## config.mk

```make
export PLATFORM = sky130hd
export DESIGN_NAME = lbc_ctrl
export DESIGN_NICKNAME = d
export VERILOG_FILES = /design/src/lbc_pkg.sv /design/src/lbc_ctrl.sv
export SDC_FILE = /design/constraint.sdc
export NUM_CORES = 1
export LEC_CHECK = 0
export BUFFER_PORTS_ARGS = -buffer_cell sky130_fd_sc_hd__buf_2
export CORE_AREA = 2 2 39 41
export CTS_CLUSTER_SIZE = 20
export DETAILED_ROUTE_END_ITERATION = 16
export DIE_AREA = 0 0 41 43
export GPL_ROUTABILITY_DRIVEN = 1
export PLACE_DENSITY = 0.57
export SYNTH_ARGS = -nofsm -noshare
export SYNTH_HDL_FRONTEND = slang
export SYNTH_SLANG_ARGS = --single-unit
```

## constraint.sdc

```tcl
create_clock -name clk -period 1.4 [get_ports clk]
set_clock_uncertainty 0.2 [all_clocks]
set_input_delay 0.07 -clock clk [delete_from_list [all_inputs] [get_ports clk]]
set_output_delay 0.07 -clock clk [all_outputs]
set_load 0.05 [all_outputs]
```

## src/lbc_pkg.sv

```systemverilog
// ----------------------------------------------------------------------------
// lbc_pkg
// Shared types, constants and the hash for the LZW byte compressor.
// ----------------------------------------------------------------------------
`default_nettype none

package lbc_pkg;

    localparam int CODE_BITS   = 12;
    localparam int HASH_SLOTS  = 8192;
    localparam int SLOT_BITS   = $clog2(HASH_SLOTS);
    localparam int KEY_BITS    = CODE_BITS + 8;
    localparam int NEXT_BITS   = CODE_BITS + 1;
    localparam int LIMIT_BITS  = 13;
    localparam int EPOCH_BITS  = 8;
    localparam int FIFO_DEPTH  = 4;
    localparam int FIFO_PTR    = 2;
    localparam int FIFO_CNT    = 3;

    localparam logic [31:0] CODE_SPACE = 32'(1) << CODE_BITS;
    localparam logic [31:0] HASH_MULT  = 32'd2654435761;
    localparam logic [NEXT_BITS-1:0] FIRST_FREE = NEXT_BITS'(256);

    typedef struct packed {
        logic [7:0] data_byte;
        logic       end_of_message;
    } in_word_t;

    typedef struct packed {
        logic [CODE_BITS-1:0] out_code;
        logic                 last_code;
    } out_word_t;

    typedef struct packed {
        logic [EPOCH_BITS-1:0] epoch;
        logic [KEY_BITS-1:0]   key;
        logic [CODE_BITS-1:0]  code;
    } slot_t;

    typedef enum logic [2:0] {
        ST_CLEAR,
        ST_IDLE,
        ST_HASH,
        ST_READ,
        ST_CHECK
    } state_t;

    typedef struct packed {
        logic accept;
        logic clear_write;
        logic hash_load;
        logic mem_read;
        logic probe_next;
        logic first;
        logic hit;
        logic miss;
    } cmd_t;

    typedef struct packed {
        logic room;
        logic have_prefix;
        logic eom;
        logic epoch_wrap;
        logic slot_live;
        logic key_match;
        logic probes_done;
        logic clear_last;
    } status_t;

    function automatic logic [SLOT_BITS-1:0] slot_of(input logic [KEY_BITS-1:0] key);
        logic [31:0] h;
        h = 32'(key) * HASH_MULT;
        h = h ^ (h >> 15);
        return h[SLOT_BITS-1:0];
    endfunction

endpackage

`default_nettype wire

```

## src/lbc_ctrl.sv

```systemverilog
// ----------------------------------------------------------------------------
// lbc_ctrl
// Sequencer: clearing pass, byte intake, hash, probe read and resolve.
// ----------------------------------------------------------------------------
`default_nettype none

module lbc_ctrl (
    input  wire logic            clk,
    input  wire logic            rst_n,
    input  wire logic            in_valid,
    output logic                 in_stall,
    input  wire lbc_pkg::status_t sts,
    output lbc_pkg::cmd_t        cmd
);
    import lbc_pkg::*;

    state_t state_reg;
    state_t state_next;

    always_ff @(posedge clk or negedge rst_n)
    begin
        if (!rst_n)
        begin
            state_reg <= ST_CLEAR;
        end
        else
        begin
            state_reg <= state_next;
        end
    end

    always_comb
    begin
        state_next = state_reg;
        case (state_reg)
            ST_CLEAR:
            begin
                if (sts.clear_last)
                    state_next = ST_IDLE;
            end
            ST_IDLE:
            begin
                if (in_valid && sts.room)
                    state_next = ST_HASH;
            end
            ST_HASH:
            begin
                if (!sts.have_prefix)
                    state_next = (sts.eom && sts.epoch_wrap) ? ST_CLEAR : ST_IDLE;
                else
                    state_next = ST_READ;
            end
            ST_READ:
            begin
                state_next = ST_CHECK;
            end
            ST_CHECK:
            begin
                if (sts.slot_live && !sts.key_match && !sts.probes_done)
                    state_next = ST_READ;
                else
                    state_next = (sts.eom && sts.epoch_wrap) ? ST_CLEAR : ST_IDLE;
            end
            default:
            begin
                state_next = ST_CLEAR;
            end
        endcase
    end

    always_comb
    begin
        cmd      = '0;
        in_stall = 1'b1;
        case (state_reg)
            ST_CLEAR:
            begin
                cmd.clear_write = 1'b1;
            end
            ST_IDLE:
            begin
                in_stall   = !sts.room;
                cmd.accept = in_valid && sts.room;
            end
            ST_HASH:
            begin
                cmd.first     = !sts.have_prefix;
                cmd.hash_load = sts.have_prefix;
            end
            ST_READ:
            begin
                cmd.mem_read = 1'b1;
            end
            ST_CHECK:
            begin
                if (sts.slot_live && sts.key_match)
                    cmd.hit = 1'b1;
                else if (sts.slot_live && !sts.probes_done)
                    cmd.probe_next = 1'b1;
                else
                    cmd.miss = 1'b1;
            end
            default:
            begin
                cmd = '0;
            end
        endcase
    end

endmodule

`default_nettype wire

```

==> out/qor.txt, run 1 <==
Worst Path Required: 1.13 ns
crit start category: flip-flop
Final Cycle Share: 111%
Post-Layout Cell Count: 83
worst reg2reg setup slack: -0.09 ns
core area: 1380 um^2
Comb pwr share: 70.7%
DRT iter0 DRCs: 0
global route total overflow: 0
Die H: 43 um
switching power: 521 uW
placed cells: 73
status: finished, violations left
router iterations before antenna repair: 1
sum of negative setup slack: -1.01 ns
Clock Pin Slew Worst Setup and Hold Paths: 0.04 ns
CP cell instances: buf_6 > nor4b_4 > buf_6
max cap viols: 0
CP max-delay cell: dfrtp_2
Sw Ratio: 44.8%
Via density: 4.59
endpoint class of the critical path: primary output
TritonCTS clock tree: built
Worst-Skew Late Latency: 0.23 ns
routed wire length: 924 um
kind of critical path: reg -> out
largest net degree at the start of global routing: 8
DP HPWL: 603 um
Setup WS pre-CTS: -0.0614 ns
Filler Cells Inserted: 137
crit path max fanout: 6
Tmin final: 1.56 ns
Cell Rows: 14
Hold Vio Cnt, Final: 0
ANT nets after route: 0
Die W: 41 um
fin worst setup slack: -0.158 ns
worst hold slack: 0.100 ns
Min-Delay Path Class: in -> reg
PwrDens: 1750 nW/um^2
CTS buffer count: 3
max-slew violations: 0
max reg flops: 3
yosys warns: 0
Initial Utilization: 21.2%
H-tree depth: 1
Most common cell on crit path: buf_6
clock sink total: 3
RSZ-0062 raised after global routing: true
violated checks: negative setup slack
clk buf depth: 2
max incr delay on CP: 0.46 ns
Multi-input gate area: 248 um^2
initial antenna violation count: 0
maximum vdd drop: 0.746 mV
syn avg cell area: 8.91 um^2
Distinct cells, synth: 25
full die area: 1760 um^2
GP Congestion: 0.668
Wirelength per Cell: 11.1 um
Slew HR: 84.1%
DRC violations left: 0
I/O Pins: 20
vias in the first global route: 390
#FFs+latches synth: 3
clock tree root driver cell: clkbuf_4
sequential fraction of the synthesis area: 25.5%
Clk pwr share: 13.4%
register area: 78.8 um^2
Syn Nets: 44
first-pass GRT wire length: 1480 um
f_max: 0.642 GHz
fin util: 47.9%
cell area after layout: 663 um^2
layout cells sized above 1: 74.6%
layout net count: 79
diode count: 0
sequential share of power: 16.0%
P_int: 643 uW
Post-Syn Area: 294 um^2
GRT Util Overall: 12.8%
CP arrival: 1.29 ns
measured slew at the worst slew-check pin: 0.237 ns
via count: 381
I/O Buffers: 19
Area Overhead vs Synth: 126%
overall power: 1.16 mW
Lkg Pwr: 0.312 nW
Setup violations, final: 11
Post-DP Area: 470 um^2
Mapped Cells: 33
==> final timing paths <==
check | depth (start not counted) | start | to
worst min register to register | 1 | state_reg[1] | state_reg[2]
worst min-delay path | 5 | sts[1] | state_reg[1]
min in group asynchronous | 3 | rst_n | state_reg[0]
worst max register to register | 5 | state_reg[2] | state_reg[0]
worst max-delay path | 3 | state_reg[2] | cmd[2]
max in group asynchronous | 3 | rst_n | state_reg[2]
==> logic make-up after synthesis <==
family	share of synthesized area, %
DFF	25.5
AOI/OAI and AO/OA	19.6
and+or+nand+nor	44.3
buffers and inverters	10.6
==> worst max-delay path, delay by kind of cell, from the launching register on <==
family,cells,cell delay [ns]
flops,1,0.46
buf+inv,2,0.34
simple gates,1,0.25
==> timing repair <==
action | CTS | global route
gates resized for setup | 28 | 7
pin swaps | 4 | 5
hold buffers | 3 | 0
setup endpoints to repair | 11 | 11
setup buffers | 3 | 1
hold endpoints to repair | 4 | 0
==> Yosys cell counts, drive strengths merged <==
cell    count  area, um^2
o32ai       1        8.76
a22oi       1        7.51
nor3        1        5.00
o21ba       1        10.0
nand3       1        5.00
nand2       3        11.3
o21ai       2        10.0
and2        1        6.26
and3b       2        18.8
and3        2        13.8
dfrtp       3        75.1
nor2        5        21.3
inv         1        3.75
and4bb      1        16.3
buf         3        27.5
o31ai       1        7.51
a31oi       1        6.26
nor4b       2        32.5
a21boi      1        7.51
==> layer usage <==
layer	wire, um	vias up	global-route usage (%)
met4	0	0	10.0
met3	46	0	3.14
met5	0	-	0
met2	532	13	19.7
li1	-	189	-
met1	346	179	14.0
==> layout make-up <==
type | instances | share of cell area [%]
timing repair buffer | 33 | 43.2
multi-input combinational | 26 | 37.4
sequential | 3 | 11.9
clock buffer | 4 | 3.96
tap | 16 | 3.02
inverter | 1 | 0.566
==> cell usage in the layout, fill, tap and decap left out, types with 2 or more instances in the layout <==
| cell | n |
|---|---|
| buf_2 | 10 |
| buf_6 | 9 |
| buf_4 | 8 |
| clkbuf_4 | 3 |
| dlygate4sd3_1 | 3 |
| buf_8 | 3 |
| dfrtp_2 | 3 |
| nor2_4 | 2 |
| nor2_2 | 2 |
| nor4b_4 | 2 |
==> power by group through the flow <==
stage / combinational [mW] / clock, mW / sequential (mW)
2_1_floorplan: 0.493 / 0 / 0.139
3_3_place_gp: 0.620 / 0 / 0.173
5_1_grt: 0.873 / 0.168 / 0.189
3_5_place_dp: 0.621 / 0 / 0.172
6_report: 0.822 / 0.155 / 0.186
4_1_cts: 0.749 / 0.163 / 0.179
No activity file was read; power rests on OpenSTA's default activity.
==> inputs of run 2 (changes only) <==
--- a/config.mk
+++ b/config.mk
@@ -6,10 +6,10 @@
 export NUM_CORES = 1
 export LEC_CHECK = 0
 export BUFFER_PORTS_ARGS = -buffer_cell sky130_fd_sc_hd__buf_2
-export CORE_AREA = 2 2 39 41
+export CORE_AREA = 5 5 42 44
 export CTS_CLUSTER_SIZE = 20
 export DETAILED_ROUTE_END_ITERATION = 16
-export DIE_AREA = 0 0 41 43
+export DIE_AREA = 0 0 47 49
 export GPL_ROUTABILITY_DRIVEN = 1
 export PLACE_DENSITY = 0.57
 export SYNTH_ARGS = -nofsm -noshare
==> run 2 against run 1 <==
  * Wire length grew 16%
  * Via count grew 3.4%
  * Combinational power grew 22%
  * Sequential power shrank 6%
  * Register-to-register slack is essentially flat
  * Critical path depth is the same
  * Power grew 14%
  * Global-route usage shrank 1.4 points
  * Flip-flop and latch count is the same
  * The flow still finishes with violations (negative setup slack)
  * First-iteration DRC count grew 3
  * Non-clock buffer count grew 2
  * Sequential share of layout area shrank 1.0 points
==> out/qor.txt, run 2 (synthesis results as in run 1) <==
status: finished, violations left
violated checks: negative setup slack
maximum vdd drop: 0.906 mV (+21%)
I/O Pins: 20 (unchanged)
PwrDens: 1860 nW/um^2 (+6.2%)
first-pass GRT wire length: 1850 um (+25%)
hold path start: in_valid
H-tree depth: 1 (unchanged)
overall power: 1.33 mW (+14%)
Clock Pin Slew Worst Setup and Hold Paths: 0.04 ns (about the same)
clock sink total: 3 (unchanged)
diode count: 0 (unchanged)
initial antenna violation count: 0 (unchanged)
Hold Vio Cnt, Final: 0 (unchanged)
Cell Rows: 14 (unchanged)
clk buf depth: 2 (unchanged)
clock tree root driver cell: clkbuf_4
layout net count: 81 (+2.5%)
Clk pwr share: 11.4% (-2.0 points)
CP arrival: 1.29 ns (about the same)
DRT iter0 DRCs: 3 (+3)
Lkg Pwr: 0.322 nW (+3.4%)
fin worst setup slack: -0.157 ns (+0.000545 ns)
Final Cycle Share: 111% (about the same)
worst-case hold path end point: state_reg[0]
GP Congestion: 0.722 (+8.1%)
Top delay family on crit path: flip-flops
Setup WS pre-CTS: -0.0426 ns (+0.0188 ns)
f_max: 0.642 GHz (about the same)
Die W: 47 um (+15%)
router iterations before antenna repair: 4 (+3)
Wirelength per Cell: 12.7 um (+14%)
via count: 394 (+3.4%)
layout cells sized above 1: 75.4% (+0.74 points)
Area Overhead vs Synth: 143%
commonest non-fill, non-tap cells in the layout: buf_2, buf_4, buf_6
CP max-delay cell: dfrtp_2
switching power: 582 uW (+12%)
Worst-Skew Late Latency: 0.23 ns (about the same)
FF-to-FF End: state_reg[1]
sum of negative setup slack: -1.16 ns (-0.151 ns)
Slew HR: 81.5% (-2.6 points)
crit start category: flip-flop
largest net degree at the start of global routing: 9 (+1)
ANT nets after route: 0 (unchanged)
endpoint class of the critical path: primary output
GRT Util Overall: 11.4% (-1.4 points)
global route total overflow: 0 (unchanged)
register area: 77.6 um^2 (-1.6%)
full die area: 2300 um^2 (+31%)
CTS buffer count: 3 (unchanged)
WP buf/inv: 2 (unchanged)
Multi-input gate area: 275 um^2 (+11%)
placed cells: 74 (+1.4%)
Sw Ratio: 43.7% (-1.0 points)
P_int: 749 uW (+17%)
Post-Layout Cell Count: 85 (+2.4%)
max reg flops: 3 (unchanged)
kind of critical path: reg -> out
Min-Delay Path Class: in -> reg
Worst Path Required: 1.13 ns (about the same)
Comb pwr share: 75.5% (+4.8 points)
DP HPWL: 749 um (+24%)
crit path max fanout: 6 (unchanged)
TritonCTS clock tree: built
worst reg2reg setup slack: -0.10 ns (about the same)
Setup violations, final: 10 (-1)
measured slew at the worst slew-check pin: 0.276 ns (+0.0386 ns)
Hold Crit Depth: 3 (-2)
I/O Buffers: 19 (unchanged)
max incr delay on CP: 0.45 ns (about the same)
max cap viols: 0 (unchanged)
max-slew violations: 0 (unchanged)
worst hold slack: 0.0413 ns (-0.0591 ns)
Via density: 4.64 (+0.98%)
Die H: 49 um (+14%)
FF-to-FF Start: state_reg[1]
RSZ-0062 raised after global routing: true
Filler Cells Inserted: 137 (unchanged)
vias in the first global route: 427 (+9.5%)
worst reg2reg path depth: 5 (unchanged)
DRC violations left: 0 (unchanged)
Initial Utilization: 21.0% (-0.27 points)
CP cell instances: buf_12 > nor4b_4 > buf_6
Tmin final: 1.56 ns (-0.000545 ns)
core area: 1400 um^2 (+1.3%)
sequential share of power: 13.1% (-2.9 points)
routed wire length: 1080 um (+16%)
## run 2: power by group through the flow
stage | clock network (mW) | logic [mW] | registers [mW]
2_1_floorplan | 0 | 0.493 | 0.139
3_3_place_gp | 0 | 0.680 | 0.171
3_5_place_dp | 0 | 0.681 | 0.172
4_1_cts | 0.160 | 0.948 | 0.175
5_1_grt | 0.171 | 1.06 | 0.181
6_report | 0.151 | 1.00 | 0.175
## run 2: worst max path at each step
stage	cells after the start	slack [ns]	endpoint	startpoint
detailed placement	3	-0.04	cmd[2]	state_reg[0]
floorplan	5	-0.29	state_reg[1]	state_reg[1]
CTS	3	-0.16	cmd[3]	state_reg[1]
global placement	3	-0.06	state_reg[1]	state_reg[0]
finish	3	-0.16	cmd[2]	state_reg[0]
global route	5	-0.23	in_stall	state_reg[2]
## run 2: final cells by class
cell class	instances	area share, %
Inverter	1	0.525
Sequential cell	3	10.9
Tap cell	16	2.80
Multi-Input combinational cell	26	38.5
Timing Repair Buffer	35	43.6
Clock buffer	4	3.68
## run 2: per-stage QoR
| stage | cell area, um^2 | util, % |
|---|---|---|
| floorplan | 323 | - |
| global placement | 490 | 35.0 |
| detailed placement | 490 | 35.0 |
| CTS | 698 | 49.8 |
| global route | 714 | 51.0 |
| finish | 714 | 51.0 |
## run 2: worst reg2reg max path: cells and delay by family (launching register included)
family                 cells  cell delay [ns]
flip-flops                 1             0.43
AO/OA/AOI/OAI              3             0.44
buffers and inverters      2             0.31
## run 2: timing repair
action | 4_1_cts | 5_1_grt
pin swaps | 5 | 2
resized for setup | 33 | 2
hold buffers | 2 | 0
hold endpoints to repair | 3 | 0
endpoints found under the setup margin | 11 | 11
setup buffers | 4 | 1
## run 2: per-layer routing
layer  up-vias  global-route usage (%)  wire, um
li1        195                       -         -
met1       179                    12.2       390
met2        18                    17.0       577
met3         2                    7.38       102
met4         0                    5.53         6
met5         -                       0         0
